## src/hw/rtl/msf_tsd_pkg.sv

```systemverilog
// ----------------------------------------------------------------------------
// MSF time signal decoder package
// Shared types, register indexes and constants of the decoder.
// ----------------------------------------------------------------------------
package msf_tsd_pkg;

   // configuration port
   localparam int CSR_DATA_WIDTH  = 8;
   localparam int CSR_INDEX_WIDTH = 2;

   localparam logic [CSR_INDEX_WIDTH-1:0] CSR_WIDTH_TOLERANCE  = 2'd0;
   localparam logic [CSR_INDEX_WIDTH-1:0] CSR_OFF_WIDTH_OFFSET = 2'd1;
   localparam logic [CSR_INDEX_WIDTH-1:0] CSR_IGNORE_WIDTH     = 2'd2;

   localparam logic [7:0] WIDTH_TOLERANCE_RESET  = 8'd30;
   localparam logic [7:0] OFF_WIDTH_OFFSET_RESET = 8'd20;
   localparam logic [7:0] IGNORE_WIDTH_RESET     = 8'd30;

   // nominal carrier-off widths, ms
   localparam logic [9:0] NOMINAL_MARKER = 10'd500;
   localparam logic [9:0] NOMINAL_300    = 10'd300;
   localparam logic [9:0] NOMINAL_200    = 10'd200;
   localparam logic [9:0] NOMINAL_100    = 10'd100;

   // carrier-on windows, ms
   localparam logic [31:0] ON_SHORT_MIN  = 32'd5;
   localparam logic [31:0] ON_SHORT_MAX  = 32'd200;
   localparam logic [31:0] ON_NORMAL_MIN = 32'd400;
   localparam logic [10:0] ON_NORMAL_MAX = 11'd900;

   // frame store
   localparam int FRAME_BITS = 60;
   localparam int POS_WIDTH  = 6;

   // BCD weights, lowest digit bit first
   localparam logic [6:0] BCD_WEIGHT [8] = '{7'd1, 7'd2, 7'd4, 7'd8,
                                            7'd10, 7'd20, 7'd40, 7'd80};

   // pulse queue between front and back
   localparam int QUEUE_DEPTH  = 4;
   localparam int QPTR_WIDTH   = 2;
   localparam int QCOUNT_WIDTH = 3;

   typedef struct packed {
      logic [7:0] width_tolerance;
      logic [7:0] off_width_offset;
      logic [7:0] ignore_width;
   } cfg_type;

   // one classified pulse
   typedef struct packed {
      logic is500;
      logic is300;
      logic is200;
      logic is100;
      logic on_short;
      logic on_normal;
   } pulse_type;

   // one decoded frame
   typedef struct packed {
      logic        time_valid;
      logic [7:0]  year;
      logic [4:0]  month;
      logic [5:0]  day_of_month;
      logic [2:0]  day_of_week;
      logic [5:0]  hour;
      logic [6:0]  minute;
      logic [15:0] good_pulse_count;
   } time_type;

endpackage

```

## src/hw/rtl/msf_tsd_if.sv

```systemverilog
// ----------------------------------------------------------------------------
// MSF time signal decoder channels
// Edge request channel and decoded time response channel.
// ----------------------------------------------------------------------------
interface msf_tsd_req_if;
   logic        valid;
   logic        ready;
   logic        carrier_off;
   logic [31:0] time_ms;

   modport source (output valid, carrier_off, time_ms, input ready);
   modport sink   (input valid, carrier_off, time_ms, output ready);
endinterface

interface msf_tsd_rsp_if;
   logic        valid;
   logic        ready;
   logic        time_valid;
   logic [7:0]  year;
   logic [4:0]  month;
   logic [5:0]  day_of_month;
   logic [2:0]  day_of_week;
   logic [5:0]  hour;
   logic [6:0]  minute;
   logic [15:0] good_pulse_count;

   modport source (output valid, time_valid, year, month, day_of_month, day_of_week,
                   hour, minute, good_pulse_count, input ready);
   modport sink   (input valid, time_valid, year, month, day_of_month, day_of_week,
                   hour, minute, good_pulse_count, output ready);
endinterface

```

## src/hw/rtl/msf_tsd_front.sv

```systemverilog
// ----------------------------------------------------------------------------
// MSF decoder front end
// Tracks edge timestamps, drops glitches and classifies pulse widths.
// ----------------------------------------------------------------------------
module msf_tsd_front
   import msf_tsd_pkg::*;
(
   input  logic      clock,
   input  logic      reset,
   msf_tsd_req_if.sink req_ch,
   input  cfg_type   cfg,
   output logic      push_valid,
   output pulse_type push_data,
   input  logic      push_ready
);

   // |w - nom| < margin, w signed
   function automatic logic near_width(input logic [31:0] w, input logic [9:0] nom,
                                       input logic [7:0] margin);
      logic [32:0] diff;
      logic [32:0] mag;
      diff = {w[31], w} - {23'd0, nom};
      mag  = diff[32] ? (33'd0 - diff) : diff;
      return mag < {25'd0, margin};
   endfunction

   logic [31:0] off_start_ff, off_start_in;
   logic [31:0] on_start_ff, on_start_in;
   logic [31:0] prev_off_ff, prev_off_in;
   logic [31:0] prev_on_ff, prev_on_in;
   logic [31:0] last_on_width_ff, last_on_width_in;

   logic        s1_valid_ff, s1_valid_in;
   logic [31:0] s1_off_width_ff, s1_off_width_in;
   logic        s1_on_short_ff, s1_on_short_in;
   logic        s1_on_normal_ff, s1_on_normal_in;

   logic        req_fire;
   logic [31:0] now;
   logic [31:0] since_on;
   logic [31:0] since_off;
   logic [31:0] ignore_limit;
   logic        glitch_off;
   logic        glitch_on;
   logic [10:0] normal_max;

   assign now      = req_ch.time_ms;
   assign req_ch.ready = !s1_valid_ff || push_ready;
   assign req_fire = req_ch.valid && req_ch.ready;

   // edge spacing, signed modulo 2^32
   assign since_on     = now - on_start_ff;
   assign since_off    = now - off_start_ff;
   assign ignore_limit = {24'd0, cfg.ignore_width};
   assign glitch_off   = $signed(since_on) < $signed(ignore_limit);
   assign glitch_on    = $signed(since_off) < $signed(ignore_limit);
   assign normal_max   = ON_NORMAL_MAX + {3'd0, cfg.width_tolerance};

   // timestamp bookkeeping
   always_comb begin
      off_start_in     = off_start_ff;
      on_start_in      = on_start_ff;
      prev_off_in      = prev_off_ff;
      prev_on_in       = prev_on_ff;
      last_on_width_in = last_on_width_ff;
      if (req_fire) begin
         if (req_ch.carrier_off) begin
            if (glitch_off) begin
               on_start_in = prev_on_ff;
            end else begin
               prev_off_in      = off_start_ff;
               off_start_in     = now;
               last_on_width_in = since_on;
            end
         end else begin
            if (glitch_on) begin
               off_start_in = prev_off_ff;
            end else begin
               prev_on_in  = on_start_ff;
               on_start_in = now;
            end
         end
      end
   end

   // stage 1: widths of a carrier-on edge
   always_comb begin
      s1_valid_in     = s1_valid_ff;
      s1_off_width_in = s1_off_width_ff;
      s1_on_short_in  = s1_on_short_ff;
      s1_on_normal_in = s1_on_normal_ff;
      if (req_ch.ready) begin
         s1_valid_in     = req_fire && !req_ch.carrier_off && !glitch_on;
         s1_off_width_in = since_off - {{24{cfg.off_width_offset[7]}}, cfg.off_width_offset};
         s1_on_short_in  = ($signed(last_on_width_ff) > $signed(ON_SHORT_MIN)) &&
                           ($signed(last_on_width_ff) < $signed(ON_SHORT_MAX));
         s1_on_normal_in = ($signed(last_on_width_ff) > $signed(ON_NORMAL_MIN)) &&
                           ($signed(last_on_width_ff) < $signed({21'd0, normal_max}));
      end
   end

   always_ff @(posedge clock) begin
      if (reset) begin
         off_start_ff     <= '0;
         on_start_ff      <= '0;
         prev_off_ff      <= '0;
         prev_on_ff       <= '0;
         last_on_width_ff <= '0;
         s1_valid_ff      <= 1'b0;
      end else begin
         off_start_ff     <= off_start_in;
         on_start_ff      <= on_start_in;
         prev_off_ff      <= prev_off_in;
         prev_on_ff       <= prev_on_in;
         last_on_width_ff <= last_on_width_in;
         s1_valid_ff      <= s1_valid_in;
      end
      s1_off_width_ff <= s1_off_width_in;
      s1_on_short_ff  <= s1_on_short_in;
      s1_on_normal_ff <= s1_on_normal_in;
   end

   // stage 2: carrier-off width classes into the queue
   assign push_valid          = s1_valid_ff;
   assign push_data.is500     = near_width(s1_off_width_ff, NOMINAL_MARKER, cfg.width_tolerance);
   assign push_data.is300     = near_width(s1_off_width_ff, NOMINAL_300, cfg.width_tolerance);
   assign push_data.is200     = near_width(s1_off_width_ff, NOMINAL_200, cfg.width_tolerance);
   assign push_data.is100     = near_width(s1_off_width_ff, NOMINAL_100, cfg.width_tolerance);
   assign push_data.on_short  = s1_on_short_ff;
   assign push_data.on_normal = s1_on_normal_ff;

endmodule

```

## src/hw/rtl/msf_tsd_queue.sv

```systemverilog
// ----------------------------------------------------------------------------
// MSF decoder pulse queue
// Short FIFO of classified pulses between front and back end.
// ----------------------------------------------------------------------------
module msf_tsd_queue
   import msf_tsd_pkg::*;
(
   input  logic      clock,
   input  logic      reset,
   input  logic      push_valid,
   input  pulse_type push_data,
   output logic      push_ready,
   output logic      pop_valid,
   output pulse_type pop_data,
   input  logic      pop_ready
);

   pulse_type                 entry_ff [QUEUE_DEPTH];
   logic [QPTR_WIDTH-1:0]     wr_ptr_ff, wr_ptr_in;
   logic [QPTR_WIDTH-1:0]     rd_ptr_ff, rd_ptr_in;
   logic [QCOUNT_WIDTH-1:0]   count_ff, count_in;
   logic                      do_push;
   logic                      do_pop;

   assign push_ready = count_ff != QCOUNT_WIDTH'(QUEUE_DEPTH);
   assign pop_valid  = count_ff != '0;
   assign pop_data   = entry_ff[rd_ptr_ff];
   assign do_push    = push_valid && push_ready;
   assign do_pop     = pop_valid && pop_ready;

   // pointer and fill count
   always_comb begin
      wr_ptr_in = do_push ? wr_ptr_ff + 1'b1 : wr_ptr_ff;
      rd_ptr_in = do_pop ? rd_ptr_ff + 1'b1 : rd_ptr_ff;
      count_in  = count_ff;
      if (do_push && !do_pop) begin
         count_in = count_ff + 1'b1;
      end else if (do_pop && !do_push) begin
         count_in = count_ff - 1'b1;
      end
   end

   always_ff @(posedge clock) begin
      if (reset) begin
         wr_ptr_ff <= '0;
         rd_ptr_ff <= '0;
         count_ff  <= '0;
      end else begin
         wr_ptr_ff <= wr_ptr_in;
         rd_ptr_ff <= rd_ptr_in;
         count_ff  <= count_in;
      end
      if (do_push) begin
         entry_ff[wr_ptr_ff] <= push_data;
      end
   end

endmodule

```

## src/hw/rtl/msf_tsd_back.sv

```systemverilog
// ----------------------------------------------------------------------------
// MSF decoder back end
// Assembles A/B bit pairs, checks the frame on a minute marker and
// registers the decoded time.
// ----------------------------------------------------------------------------
module msf_tsd_back
   import msf_tsd_pkg::*;
(
   input  logic      clock,
   input  logic      reset,
   input  logic      pop_valid,
   input  pulse_type pop_data,
   output logic      pop_ready,
   msf_tsd_rsp_if.source rsp_ch
);

   // BCD value of A bits first..last, bit last weighs 1
   function automatic logic [7:0] bcd_field(input logic [FRAME_BITS-1:0] a,
                                            input int first, input int last);
      logic [7:0] sum;
      sum = '0;
      for (int k = 0; k < 8; k++) begin
         if ((last - k >= first) && a[last - k]) begin
            sum = sum + {1'b0, BCD_WEIGHT[k]};
         end
      end
      return sum;
   endfunction

   logic [FRAME_BITS-1:0] a_ff, a_in;
   logic [FRAME_BITS-1:0] b_ff, b_in;
   logic [POS_WIDTH-1:0]  pos_ff, pos_in;
   logic                  reading_ff, reading_in;
   logic [15:0]           good_ff, good_in;
   logic                  rsp_valid_ff, rsp_valid_in;
   time_type              result_ff, result_in;

   logic                  take;
   logic                  emit;
   logic                  frame_ok;
   logic                  in_store;
   logic [POS_WIDTH:0]    pos_100;
   logic [POS_WIDTH:0]    pos_200;
   logic [POS_WIDTH:0]    pos_300;
   logic [POS_WIDTH:0]    pos_end;

   assign pop_ready = !rsp_valid_ff || rsp_ch.ready;
   assign take      = pop_valid && pop_ready;
   assign in_store  = pos_ff < POS_WIDTH'(FRAME_BITS);

   // count, marker and odd parity checks
   assign frame_ok = (pos_ff == POS_WIDTH'(FRAME_BITS)) && !a_ff[52] && !a_ff[59] &&
                     (&a_ff[58:53]) &&
                     (^{a_ff[24:17], b_ff[54]}) &&
                     (^{a_ff[35:25], b_ff[55]}) &&
                     (^{a_ff[38:36], b_ff[56]}) &&
                     (^{a_ff[51:39], b_ff[57]});

   // positions of the 100, 200 and 300 ms writes in order
   assign pos_100 = {1'b0, pos_ff};
   assign pos_200 = pos_100 + (POS_WIDTH+1)'(pop_data.is100);
   assign pos_300 = pos_200 + (POS_WIDTH+1)'(pop_data.is200);
   assign pos_end = pos_300 + (POS_WIDTH+1)'(pop_data.is300);

   // frame assembly
   always_comb begin
      a_in         = a_ff;
      b_in         = b_ff;
      pos_in       = pos_ff;
      reading_in   = reading_ff;
      good_in      = good_ff;
      emit         = 1'b0;
      result_in    = result_ff;
      rsp_valid_in = rsp_ch.ready ? 1'b0 : rsp_valid_ff;
      if (take) begin
         if ((pop_data.on_normal || pop_data.on_short) &&
             (pop_data.is100 || pop_data.is200 || pop_data.is300 || pop_data.is500)) begin
            good_in = (good_ff != 16'hFFFF) ? good_ff + 16'd1 : good_ff;
         end else begin
            good_in = '0;
         end

         if (pop_data.is500) begin
            emit       = reading_ff;
            reading_in = 1'b1;
            pos_in     = POS_WIDTH'(1);
         end else if (reading_ff) begin
            if (in_store && pop_data.on_normal &&
                (pop_data.is100 || pop_data.is200 || pop_data.is300)) begin
               for (int i = 0; i < FRAME_BITS; i++) begin
                  if (pop_data.is100 && pos_100 == (POS_WIDTH+1)'(i)) begin
                     a_in[i] = 1'b0;
                     b_in[i] = 1'b0;
                  end
                  if (pop_data.is200 && pos_200 == (POS_WIDTH+1)'(i)) begin
                     a_in[i] = 1'b1;
                     b_in[i] = 1'b0;
                  end
                  if (pop_data.is300 && pos_300 == (POS_WIDTH+1)'(i)) begin
                     a_in[i] = 1'b1;
                     b_in[i] = 1'b1;
                  end
               end
               pos_in = pos_end[POS_WIDTH-1:0];
            end else if (in_store && pop_data.on_short && pop_data.is100 &&
                         pos_ff != '0) begin
               // short on-time after 100 ms off: B bit of previous second
               b_in[pos_ff - POS_WIDTH'(1)] = 1'b1;
            end else begin
               reading_in = 1'b0;
               pos_in     = '0;
            end
         end

         // decoded time on a minute marker
         if (emit) begin
            rsp_valid_in               = 1'b1;
            result_in                  = '0;
            result_in.time_valid       = frame_ok;
            result_in.good_pulse_count = good_in;
            if (frame_ok) begin
               result_in.year         = bcd_field(a_ff, 17, 24);
               result_in.month        = 5'(bcd_field(a_ff, 25, 29));
               result_in.day_of_month = 6'(bcd_field(a_ff, 30, 35));
               result_in.day_of_week  = 3'(bcd_field(a_ff, 36, 38));
               result_in.hour         = 6'(bcd_field(a_ff, 39, 44));
               result_in.minute       = 7'(bcd_field(a_ff, 45, 51));
            end
         end
      end
   end

   always_ff @(posedge clock) begin
      if (reset) begin
         a_ff         <= '0;
         b_ff         <= '0;
         pos_ff       <= '0;
         reading_ff   <= 1'b0;
         good_ff      <= '0;
         rsp_valid_ff <= 1'b0;
      end else begin
         a_ff         <= a_in;
         b_ff         <= b_in;
         pos_ff       <= pos_in;
         reading_ff   <= reading_in;
         good_ff      <= good_in;
         rsp_valid_ff <= rsp_valid_in;
      end
      result_ff <= result_in;
   end

   assign rsp_ch.valid            = rsp_valid_ff;
   assign rsp_ch.time_valid       = result_ff.time_valid;
   assign rsp_ch.year             = result_ff.year;
   assign rsp_ch.month            = result_ff.month;
   assign rsp_ch.day_of_month     = result_ff.day_of_month;
   assign rsp_ch.day_of_week      = result_ff.day_of_week;
   assign rsp_ch.hour             = result_ff.hour;
   assign rsp_ch.minute           = result_ff.minute;
   assign rsp_ch.good_pulse_count = result_ff.good_pulse_count;

endmodule

```

## src/hw/rtl/msf_time_signal_decoder.sv

```systemverilog
// ----------------------------------------------------------------------------
// MSF time signal decoder
// Decodes the MSF time code from receiver edges into date and time words.
//
//   channel   direction  handshake     word
//   req_ch    in         valid/ready   carrier_off, time_ms (one edge)
//   rsp_ch    out        valid/ready   time_valid, date/time, good_pulse_count
//   csr_*     in         write enable  width_tolerance, off_width_offset, ignore_width
//
// One edge is accepted per cycle while req_ch.ready is high. A carrier-on
// edge passes one register in the front end, then a four-entry queue, then
// the frame assembly and the result register in the back end.
// Reset is synchronous; there is no clearing pass.
// A stalled result holds in the output register; the queue keeps edges
// flowing until it fills, then req_ch.ready drops.
// ----------------------------------------------------------------------------
module msf_time_signal_decoder
   import msf_tsd_pkg::*;
(
   input  logic                       clock,
   input  logic                       reset,
   msf_tsd_req_if.sink                req_ch,
   msf_tsd_rsp_if.source              rsp_ch,
   input  logic                       csr_we,
   input  logic [CSR_INDEX_WIDTH-1:0] csr_index,
   input  logic [CSR_DATA_WIDTH-1:0]  csr_wdata
);

   cfg_type   cfg_ff, cfg_in;
   logic      push_valid;
   pulse_type push_data;
   logic      push_ready;
   logic      pop_valid;
   pulse_type pop_data;
   logic      pop_ready;

   // configuration registers
   always_comb begin
      cfg_in = cfg_ff;
      if (csr_we) begin
         unique case (csr_index)
            CSR_WIDTH_TOLERANCE:  cfg_in.width_tolerance  = csr_wdata;
            CSR_OFF_WIDTH_OFFSET: cfg_in.off_width_offset = csr_wdata;
            CSR_IGNORE_WIDTH:     cfg_in.ignore_width     = csr_wdata;
            default:              cfg_in = cfg_ff;
         endcase
      end
   end

   always_ff @(posedge clock) begin
      if (reset) begin
         cfg_ff.width_tolerance  <= WIDTH_TOLERANCE_RESET;
         cfg_ff.off_width_offset <= OFF_WIDTH_OFFSET_RESET;
         cfg_ff.ignore_width     <= IGNORE_WIDTH_RESET;
      end else begin
         cfg_ff <= cfg_in;
      end
   end

   msf_tsd_front u_front (
      .clock      (clock),
      .reset      (reset),
      .req_ch     (req_ch),
      .cfg        (cfg_ff),
      .push_valid (push_valid),
      .push_data  (push_data),
      .push_ready (push_ready)
   );

   msf_tsd_queue u_queue (
      .clock      (clock),
      .reset      (reset),
      .push_valid (push_valid),
      .push_data  (push_data),
      .push_ready (push_ready),
      .pop_valid  (pop_valid),
      .pop_data   (pop_data),
      .pop_ready  (pop_ready)
   );

   msf_tsd_back u_back (
      .clock     (clock),
      .reset     (reset),
      .pop_valid (pop_valid),
      .pop_data  (pop_data),
      .pop_ready (pop_ready),
      .rsp_ch    (rsp_ch)
   );

endmodule

```

## src/flat_wrapper.sv

```systemverilog
// flat-port wrapper written by rule: the top's interface ports become plain ports
module msf_time_signal_decoder_flat import msf_tsd_pkg::*;
  (clock, reset, csr_we, csr_index, csr_wdata, req_ch_valid, req_ch_carrier_off, req_ch_time_ms, req_ch_ready, rsp_ch_valid, rsp_ch_time_valid, rsp_ch_year, rsp_ch_month, rsp_ch_day_of_month, rsp_ch_day_of_week, rsp_ch_hour, rsp_ch_minute, rsp_ch_good_pulse_count, rsp_ch_ready);
  msf_tsd_req_if req_ch_i ();
  msf_tsd_rsp_if rsp_ch_i ();
  input  logic clock;
  input  logic reset;
  input  logic csr_we;
  input  logic [CSR_INDEX_WIDTH-1:0] csr_index;
  input  logic [CSR_DATA_WIDTH-1:0] csr_wdata;
  input wire logic [$bits(req_ch_i.valid)-1:0] req_ch_valid;
  input wire logic [$bits(req_ch_i.carrier_off)-1:0] req_ch_carrier_off;
  input wire logic [$bits(req_ch_i.time_ms)-1:0] req_ch_time_ms;
  output wire logic [$bits(req_ch_i.ready)-1:0] req_ch_ready;
  output wire logic [$bits(rsp_ch_i.valid)-1:0] rsp_ch_valid;
  output wire logic [$bits(rsp_ch_i.time_valid)-1:0] rsp_ch_time_valid;
  output wire logic [$bits(rsp_ch_i.year)-1:0] rsp_ch_year;
  output wire logic [$bits(rsp_ch_i.month)-1:0] rsp_ch_month;
  output wire logic [$bits(rsp_ch_i.day_of_month)-1:0] rsp_ch_day_of_month;
  output wire logic [$bits(rsp_ch_i.day_of_week)-1:0] rsp_ch_day_of_week;
  output wire logic [$bits(rsp_ch_i.hour)-1:0] rsp_ch_hour;
  output wire logic [$bits(rsp_ch_i.minute)-1:0] rsp_ch_minute;
  output wire logic [$bits(rsp_ch_i.good_pulse_count)-1:0] rsp_ch_good_pulse_count;
  input wire logic [$bits(rsp_ch_i.ready)-1:0] rsp_ch_ready;
  assign req_ch_i.valid = req_ch_valid;
  assign req_ch_i.carrier_off = req_ch_carrier_off;
  assign req_ch_i.time_ms = req_ch_time_ms;
  assign req_ch_ready = req_ch_i.ready;
  assign rsp_ch_valid = rsp_ch_i.valid;
  assign rsp_ch_time_valid = rsp_ch_i.time_valid;
  assign rsp_ch_year = rsp_ch_i.year;
  assign rsp_ch_month = rsp_ch_i.month;
  assign rsp_ch_day_of_month = rsp_ch_i.day_of_month;
  assign rsp_ch_day_of_week = rsp_ch_i.day_of_week;
  assign rsp_ch_hour = rsp_ch_i.hour;
  assign rsp_ch_minute = rsp_ch_i.minute;
  assign rsp_ch_good_pulse_count = rsp_ch_i.good_pulse_count;
  assign rsp_ch_i.ready = rsp_ch_ready;
  msf_time_signal_decoder u_core (.clock(clock), .reset(reset), .req_ch(req_ch_i), .rsp_ch(rsp_ch_i), .csr_we(csr_we), .csr_index(csr_index), .csr_wdata(csr_wdata));
endmodule
```

## config.mk

```make
export PLATFORM = sky130hd
export DESIGN_NAME = msf_time_signal_decoder_flat
export DESIGN_NICKNAME = d
export VERILOG_FILES = /design/src/hw/rtl/msf_tsd_pkg.sv /design/src/hw/rtl/msf_tsd_if.sv /design/src/hw/rtl/msf_tsd_front.sv /design/src/hw/rtl/msf_tsd_queue.sv /design/src/hw/rtl/msf_tsd_back.sv /design/src/hw/rtl/msf_time_signal_decoder.sv /design/src/flat_wrapper.sv
export SDC_FILE = /design/constraint.sdc
export NUM_CORES = 1
export LEC_CHECK = 0
export ABC_AREA = 1
export BUFFER_PORTS_ARGS = -buffer_cell sky130_fd_sc_hd__clkbuf_2
export CORE_MARGIN = 1.5
export CORE_UTILIZATION = 64
export DETAILED_ROUTE_END_ITERATION = 10
export GPL_TIMING_DRIVEN = 0
export PLACE_DENSITY = 0.84
export SYNTH_ARGS = -nofsm -noshare
export SYNTH_HDL_FRONTEND = slang
export SYNTH_SLANG_ARGS = --single-unit
```

## constraint.sdc

```tcl
create_clock -name clock -period 4 [get_ports clock]
set_input_delay 0.2 -clock clock [delete_from_list [all_inputs] [get_ports clock]]
set_output_delay 0.2 -clock clock [all_outputs]
set_load 0.1 [all_outputs]
```

# Word level (Yosys, flattened, before mapping)
# Memories as Yosys holds them, arrays and structs flattened. A register that Yosys moved wholly into a read port is not among the register bits.
# Cells that the tools add are included.
[totals] mem_bits_rw=24 regBits=405 word_cells=1255 latchBits=0 memories=1 romBits=0 output_inout_bits=54 in_bits=48
[classes] bitwise_logic=5 addsub=50 n_mul=0 eq_ne=246 mux=423 magnitude_cmp=13 reduce_logical=387 n_shift=0 div_mod_pow=0
[mem_list] memory="u_core.u_queue.entry_ff" words=4 width=6 read_ports=1 rd_clocked_by_memory_dff=1 wr=1 line="msf_tsd_queue.sv:18" source="pulse_type entry_ff [QUEUE_DEPTH];"
[op_table] op="$reduce_and A5 Y1" n=103
[op_table] op="$eq A7 B6 Y1 const B" n=56
[op_table] op="$mux W1" n=284
[op_table] op="$mux W6" n=44
[op_table] op="$ne A4 B1 Y1 const B" n=60
[op_table] op="$eq A7 B5 Y1 const B" n=32
[op_table] op="$mux W8" n=28
[op_table] op="$logic_and A1 B1 Y1" n=203
[op_table] op="$mux W32" n=6
[op_table] op="$eq A6 B6 Y1 const B" n=29
[op_table] op="$mux W7" n=24
[op_table] op="$lt A33 B8 Y1" n=4
[op_table] op="$mux W33" n=4
[op_table] op="$reduce_bool A3 Y1" n=44
[op_table] op="$sub A1 B33 Y33 const A" n=4
[op_table] op="$mux W60" n=2
[op_table] op="$eq A7 B4 Y1 const B" n=16
[op_table] op="$eq A6 B5 Y1 const B" n=16
[op_table] op="$sub A32 B32 Y32" n=3
[op_table] op="$mux W5" n=16
[op_table] op="$sub A32 B10 Y33 const B" n=2
[op_table] op="$lt A32 B9 Y1" n=2
[op_table] op="$or A60 B60 Y60" n=1
[op_table] op="$eq A7 B3 Y1 const B" n=8
[op_table] op="68 further kinds" n=133

# Logic depth before layout (Yosys ltp)
[logic_depth] depth_word=43 depth_mapped=27 ltp_nobuf=26

# Modules after synthesis
# Synthesis repeated with hierarchy kept, for this count alone.
[hier_totals] cells_unflattened=5297 area_unflattened_um2=32573.7
[modules_own_cells] module="msf_tsd_front" area_per_inst_um2=22485.3 n_inst=1 cells_each=3942 seq_area_each_um2=4244.1
[modules_own_cells] module="msf_tsd_back" area_per_inst_um2=7682.4 n_inst=1 cells_each=1091 seq_area_each_um2=2982.9
[modules_own_cells] module="msf_tsd_queue" area_per_inst_um2=1398.8 n_inst=1 cells_each=126 seq_area_each_um2=900.9
[modules_own_cells] module="msf_time_signal_decoder" area_per_inst_um2=1007.2 n_inst=1 cells_each=138 seq_area_each_um2=480.5

# Worst setup path before layout
# Ideal clock, no wire load.
[synth_path] kind="flip-flop to flip-flop" from="register u_core.u_back.rsp_valid_ff, in the netlist u_core.u_back.rsp_ch.valid" to="register u_core.u_back.result_ff (netlist bit u_core.u_back.rsp_ch.day_of_month[0]) (enable)" required_ns=3.536 setup_ns=0.464 path_buffers=0 path_stages_with_launch=8 path_slack_ns=-0.087 t_arrival_ns=3.623 synth_period_minus_slack_ns=4.087 path_cell_list="dfxtp_1 inv_1 nor2_1 a31oi_1 inv_2 nor2_1 inv_1 nor2_1"
[synth_via] elab_chain_cells=4
[synth_lines] item="start: declaration" line="msf_tsd_back.sv:35" source="logic rsp_valid_ff, rsp_valid_in;"
[synth_lines] item="start signal: assignment" line="msf_tsd_back.sv:147" source="rsp_valid_ff <= rsp_valid_in;"
[synth_lines] item="$logic_not A1 Y1" line="msf_tsd_back.sv:47" source="assign pop_ready = !rsp_valid_ff || rsp_ch.ready;"
[synth_lines] item="$logic_or A1 B1 Y1" line="msf_tsd_back.sv:47"
[synth_lines] item="$logic_and A1 B1 Y1" line="msf_tsd_back.sv:48" source="assign take = pop_valid && pop_ready;"
[synth_lines] item="$reduce_and A2 Y1 (no source line)"
[synth_lines] item="end signal: assignment" line="msf_tsd_back.sv:149" source="result_ff <= result_in;"
[synth_lines] item="end: declaration" line="msf_tsd_back.sv:36" source="time_type result_ff, result_in;"
# No other way between the ends.
# A chain may end at the register's enable or synchronous reset.

# Worst setup path in the final report
[layout_path] from="register u_core.u_front.off_start_ff[3]" to="register u_core.u_front.s1_off_width_ff[30], data pin"
[layout_via] elab_chain_cells=2
[layout_lines] item="start: declaration" line="msf_tsd_front.sv:27" source="logic [31:0] off_start_ff, off_start_in;"
[layout_lines] item="start signal: assignment" line="msf_tsd_front.sv:111" source="off_start_ff <= off_start_in;"
[layout_lines] item="$sub A32 B32 Y32" line="msf_tsd_front.sv:53" source="assign since_off = now - off_start_ff;"
[layout_lines] item="$sub A32 B32 Y32" line="msf_tsd_front.sv:94" source="s1_off_width_in = since_off - {{24{cfg.off_width_offset[7]}}, cfg.off_width_offset};"
[layout_lines] item="end signal: assignment" line="msf_tsd_front.sv:118" source="s1_off_width_ff <= s1_off_width_in;"
[layout_lines] item="end: declaration" line="msf_tsd_front.sv:34" source="logic [31:0] s1_off_width_ff, s1_off_width_in;"
# No other way between the ends.

==> summary.md <==
| Metric | Value |
|---|---|
| Drt first pass iters | `6` |
| Pwr dens | `670 nW/um^2` |
| Tmin final | `3.86 ns` |
| Critical-path top delay cell | `ha_1` |
| Power, Total | `24.0 mW` |
| Worst Path Arrival | `4.18 ns` |
| Final core utilization | `72.7%` |
| WL met2 | `46.7 mm` |
| Switch Pwr | `12.3 mW` |
| Relative slew slack | `29.0%` |
| CP Max Fanout | `5` |
| YS warnings | `0` |
| Initial antenna violation count | `3` |
| Cell mode on critical path | `nand2_1` |
| CP required | `4.32 ns` |
| # fillers | `4300` |
| Outcome | `finished, final reports clean` |
| Worst vdd ir | `0.000531 V` |
| Max Slew Vio Count | `0` |
| Cell area after synthesis | `32100 sq um` |
| Logic pwr share | `61.8%` |
| Clock power share | `16.9%` |
| Initial DRC Count | `3107` |
| RD Place Congestion | `1.07` |
| Worst path cell trace | `inv_1 -> ha_1 -> nand2_1 -> nor2_1 -> nand2_1 -> nand3_1 -> nand2_1 -> nand2_1 -> xor2_1 -> inv_1 -> ha_1 -> nand2_1 -> o21a_1 -> o21ai_0 -> nand2_1 -> nand3_1 -> nand2_1 -> o211ai_1 -> a21oi_1 -> xor2_1` |
| Routed wl met3 | `8.91 mm` |
| Core box area | `49300 sq um` |
| Share of cells above drive strength 1 | `10.4%` |
| Drc violations | `0` |
| CTS max path bufs | `3` |
| Actual slew at the worst max-slew pin | `1.06 ns` |
| TritonCTS Sinks | `375` |
| Area leader, netlist | `nand2_1` |
| H-Tree Depth | `2` |
| Horiz. Die Dim | `227 microns` |
| Cells after Synth | `5118` |
| Synth area leaders | `nand2_1, dfxtp_1, edfxtp_1` |
| Net count, final | `5570` |
| CP Class | `flop to flop` |
| CTS buffer count | `41` |
| CP startpoint kind | `flop` |
| Dpl hpwl | `80.2 mm` |
| CP max stage delay | `0.37 ns` |
| P_leak | `16.7 nW` |
| CTS tree | `yes` |
| Die Height | `227 microns` |
| Largest net degree at the start of global routing | `38` |
| P&R area growth vs syn | `11.4%` |
| Worst-path clk slew | `0.07 ns` |
| CP endpoint kind | `flop` |
| Routed wire length | `103 mm` |
| Commonest non-fill, non-tap cell in the layout | `nand2_1` |
| Initial core utilization | `65.3%` |
| Post-synth top area share | `16.9%` |
| Number of synthesized register bits | `375` |
| Top routing layer in use | `met5` |
| Routed Antenna Nets | `0` |
| Final hold slack | `0.0189 ns` |
| Global-route wire length before repair | `161 mm` |
| Final Hold Viols | `0` |
| Vias in the first global route | `31300` |
| Sw Share | `51.3%` |
| CTS root buf | `clkbuf_16` |
| Port Buffers | `100` |
| Clock insertion delay at the later pin of the skew report | `0.58 ns` |
| Final worst path period share | `96.6%` |
| Syn nets | `5358` |
| Met1 Routed Length | `41.3 mm` |
| Die area | `51600 sq um` |
| Vias | `34400` |
| GRT Util Overall | `39.2%` |
| Commonest cells after routing, fill and taps aside | `nand2_1, inv_1, nor2_1, a21oi_1, o21ai_0` |
| Max cap viols | `0` |
| Worst Hold Class | `primary input to flop` |
| Distinct cells, synth | `63` |
| Congestion Overflow GR | `0` |
| Final setup violation count | `0` |
| Rows | `81` |
| Share of power burned in registers | `21.4%` |
| WL per Instance | `17.0 microns` |
| Syn Area/Cell | `6.28 sq um` |
| Seq/Total Area, Yosys | `26.8%` |
| RSZ-0062 raised after global routing | `true` |
| Number of vias per cell | `5.70` |
| Fmax | `259 MHz` |
| Final clock skew | `0.0147 ns` |
| I/O Pins | `102` |
| Int Pwr | `11.7 mW` |
## cells by family after synthesis
family	count (synthesis)	synth area share [%]
AO/OA/AOI/OAI	820	13.8
XOR/XNOR	193	5.43
adder cells (fa/ha/maj)	192	7.57
buffers and inverters	848	10.5
flip-flops	375	26.8
multiplexers	2	0.0701
AND/OR/NAND/NOR	2688	35.9
## registers in the layout (all words and copies together) (netlist names), 24 cells and up, named ones only
register and flops:
u_core.u_front.s1_off_width_ff 32, u_core.u_front.prev_on_ff 32, u_core.u_front.last_on_width_ff 32, u_core.cfg_ff 24, u_core.u_front.prev_off_ff 32, u_core.u_back.a_ff 43
u_core.u_front.on_start_ff 32, u_core.u_queue.entry_ff 24, u_core.u_front.off_start_ff 32
## Yosys cell counts, drive strengths merged
| master | instances |
|---|---|
| o211a | 1 |
| clkinv | 1 |
| nand2 | 1512 |
| mux2 | 2 |
| o21bai | 12 |
| nand3b | 21 |
| and3 | 2 |
| or2 | 17 |
| o211ai | 24 |
| edfxtp | 110 |
| and2 | 4 |
| nor2 | 685 |
| a211oi | 5 |
| o22ai | 4 |
| o21a | 7 |
| buf | 72 |
| o31ai | 12 |
| xor2 | 136 |
| nand4 | 81 |
| nor4 | 18 |
| xnor2 | 57 |
| a21o | 4 |
| a32o | 2 |
| nand3 | 281 |
| a31oi | 12 |
| a21boi | 5 |
| a221oi | 2 |
| ha | 188 |
| fa | 4 |
| dfxtp | 265 |
| o2111ai | 2 |
| nor3 | 66 |
| inv | 717 |
| nor3b | 1 |
| a21oi | 351 |
| o2111a | 2 |
| o21ai | 356 |
| clkbuf | 58 |
| a22o | 19 |
## per-layer routing
| metal | vias to the layer above | GRT usage (%) |
|---|---|---|
| met1 | 15600 | 48.8 |
| li1 | 16900 | - |
| met4 | 2 | 20.4 |
| met5 | - | 0 |
| met3 | 330 | 6.38 |
| met2 | 1562 | 65.2 |
## power groups by stage
stage / Sequential, mW / Combinational (mW) / Clock [mW]
after floorplan: 5.53 / 9.91 / 0
after global placement: 5.22 / 13.3 / 0
after detailed placement: 5.23 / 13.5 / 0
after CTS: 5.10 / 13.9 / 4.05
after global routing: 5.16 / 16.4 / 4.20
final: 5.12 / 14.8 / 4.04
## area by class of cell
cell class,count,area (sq um),share of cell area [%]
tap,664,831,2.32
timing repair buffer,179,1140,3.19
clock buffer,49,1120,3.12
inverter,718,2710,7.56
sequential,375,8610,24.0
buffer,120,654,1.83
antenna,2,5.00,0.0140
multi-input combinational,3895,20400,57.1
clock inverter,26,299,0.835
## critical path: cells and delay by family, from the launching register on
kind                       cells  cell delay [ns]
AOI/OAI and AO/OA              4             0.61
xor gates and xnor gates       2             0.41
adders and majority gates      2             0.74
buffers and inverters          2             0.13
DFF                            1             0.34
and+or+nand+nor               10             1.38
## per-stage QoR
step / cell area (sq um) / setup TNS [ns] / instances / setup slack, ns
after floorplan: 32100 / 0 / 5118 / 0.278
after global placement: 33500 / -11.18 / 5882 / -1.25
after detailed placement: 33500 / -12.23 / 5885 / -1.41
after CTS: 35200 / 0 / 5982 / 0.000769
after global routing: 35800 / -0.295 / 6027 / -0.115
final: 35800 / 0 / 6028 / 0.137
## repair_timing
action                                  4_1_cts  5_1_grt
hold buffers                                  9        0
endpoints found under the hold margin        20        0
cloned                                        0        0
endpoints found under the setup margin       17       24
pin swaps                                     4       30
buffers inserted                             20       47
resized for setup                            22       52
## final timing paths
path	end	cells after the start	startpoint	slack [ns]
hold / removal	u_core.u_front.off_start_ff[0]$_SDFFE_PP0P_	5	req_ch_time_ms[0]	0.02
setup / recovery	u_core.u_front.s1_off_width_ff[30]$_DFFE_PN_	20	u_core.u_front.off_start_ff[3]$_SDFFE_PP0P_	0.14
setup reg to reg	u_core.u_front.s1_off_width_ff[30]$_DFFE_PN_	20	u_core.u_front.off_start_ff[3]$_SDFFE_PP0P_	0.14
hold reg to reg	u_core.u_front.prev_on_ff[4]$_SDFFE_PP0P_	2	u_core.u_front.prev_on_ff[4]$_SDFFE_PP0P_	0.45
(Power assumes the default switching activity.)
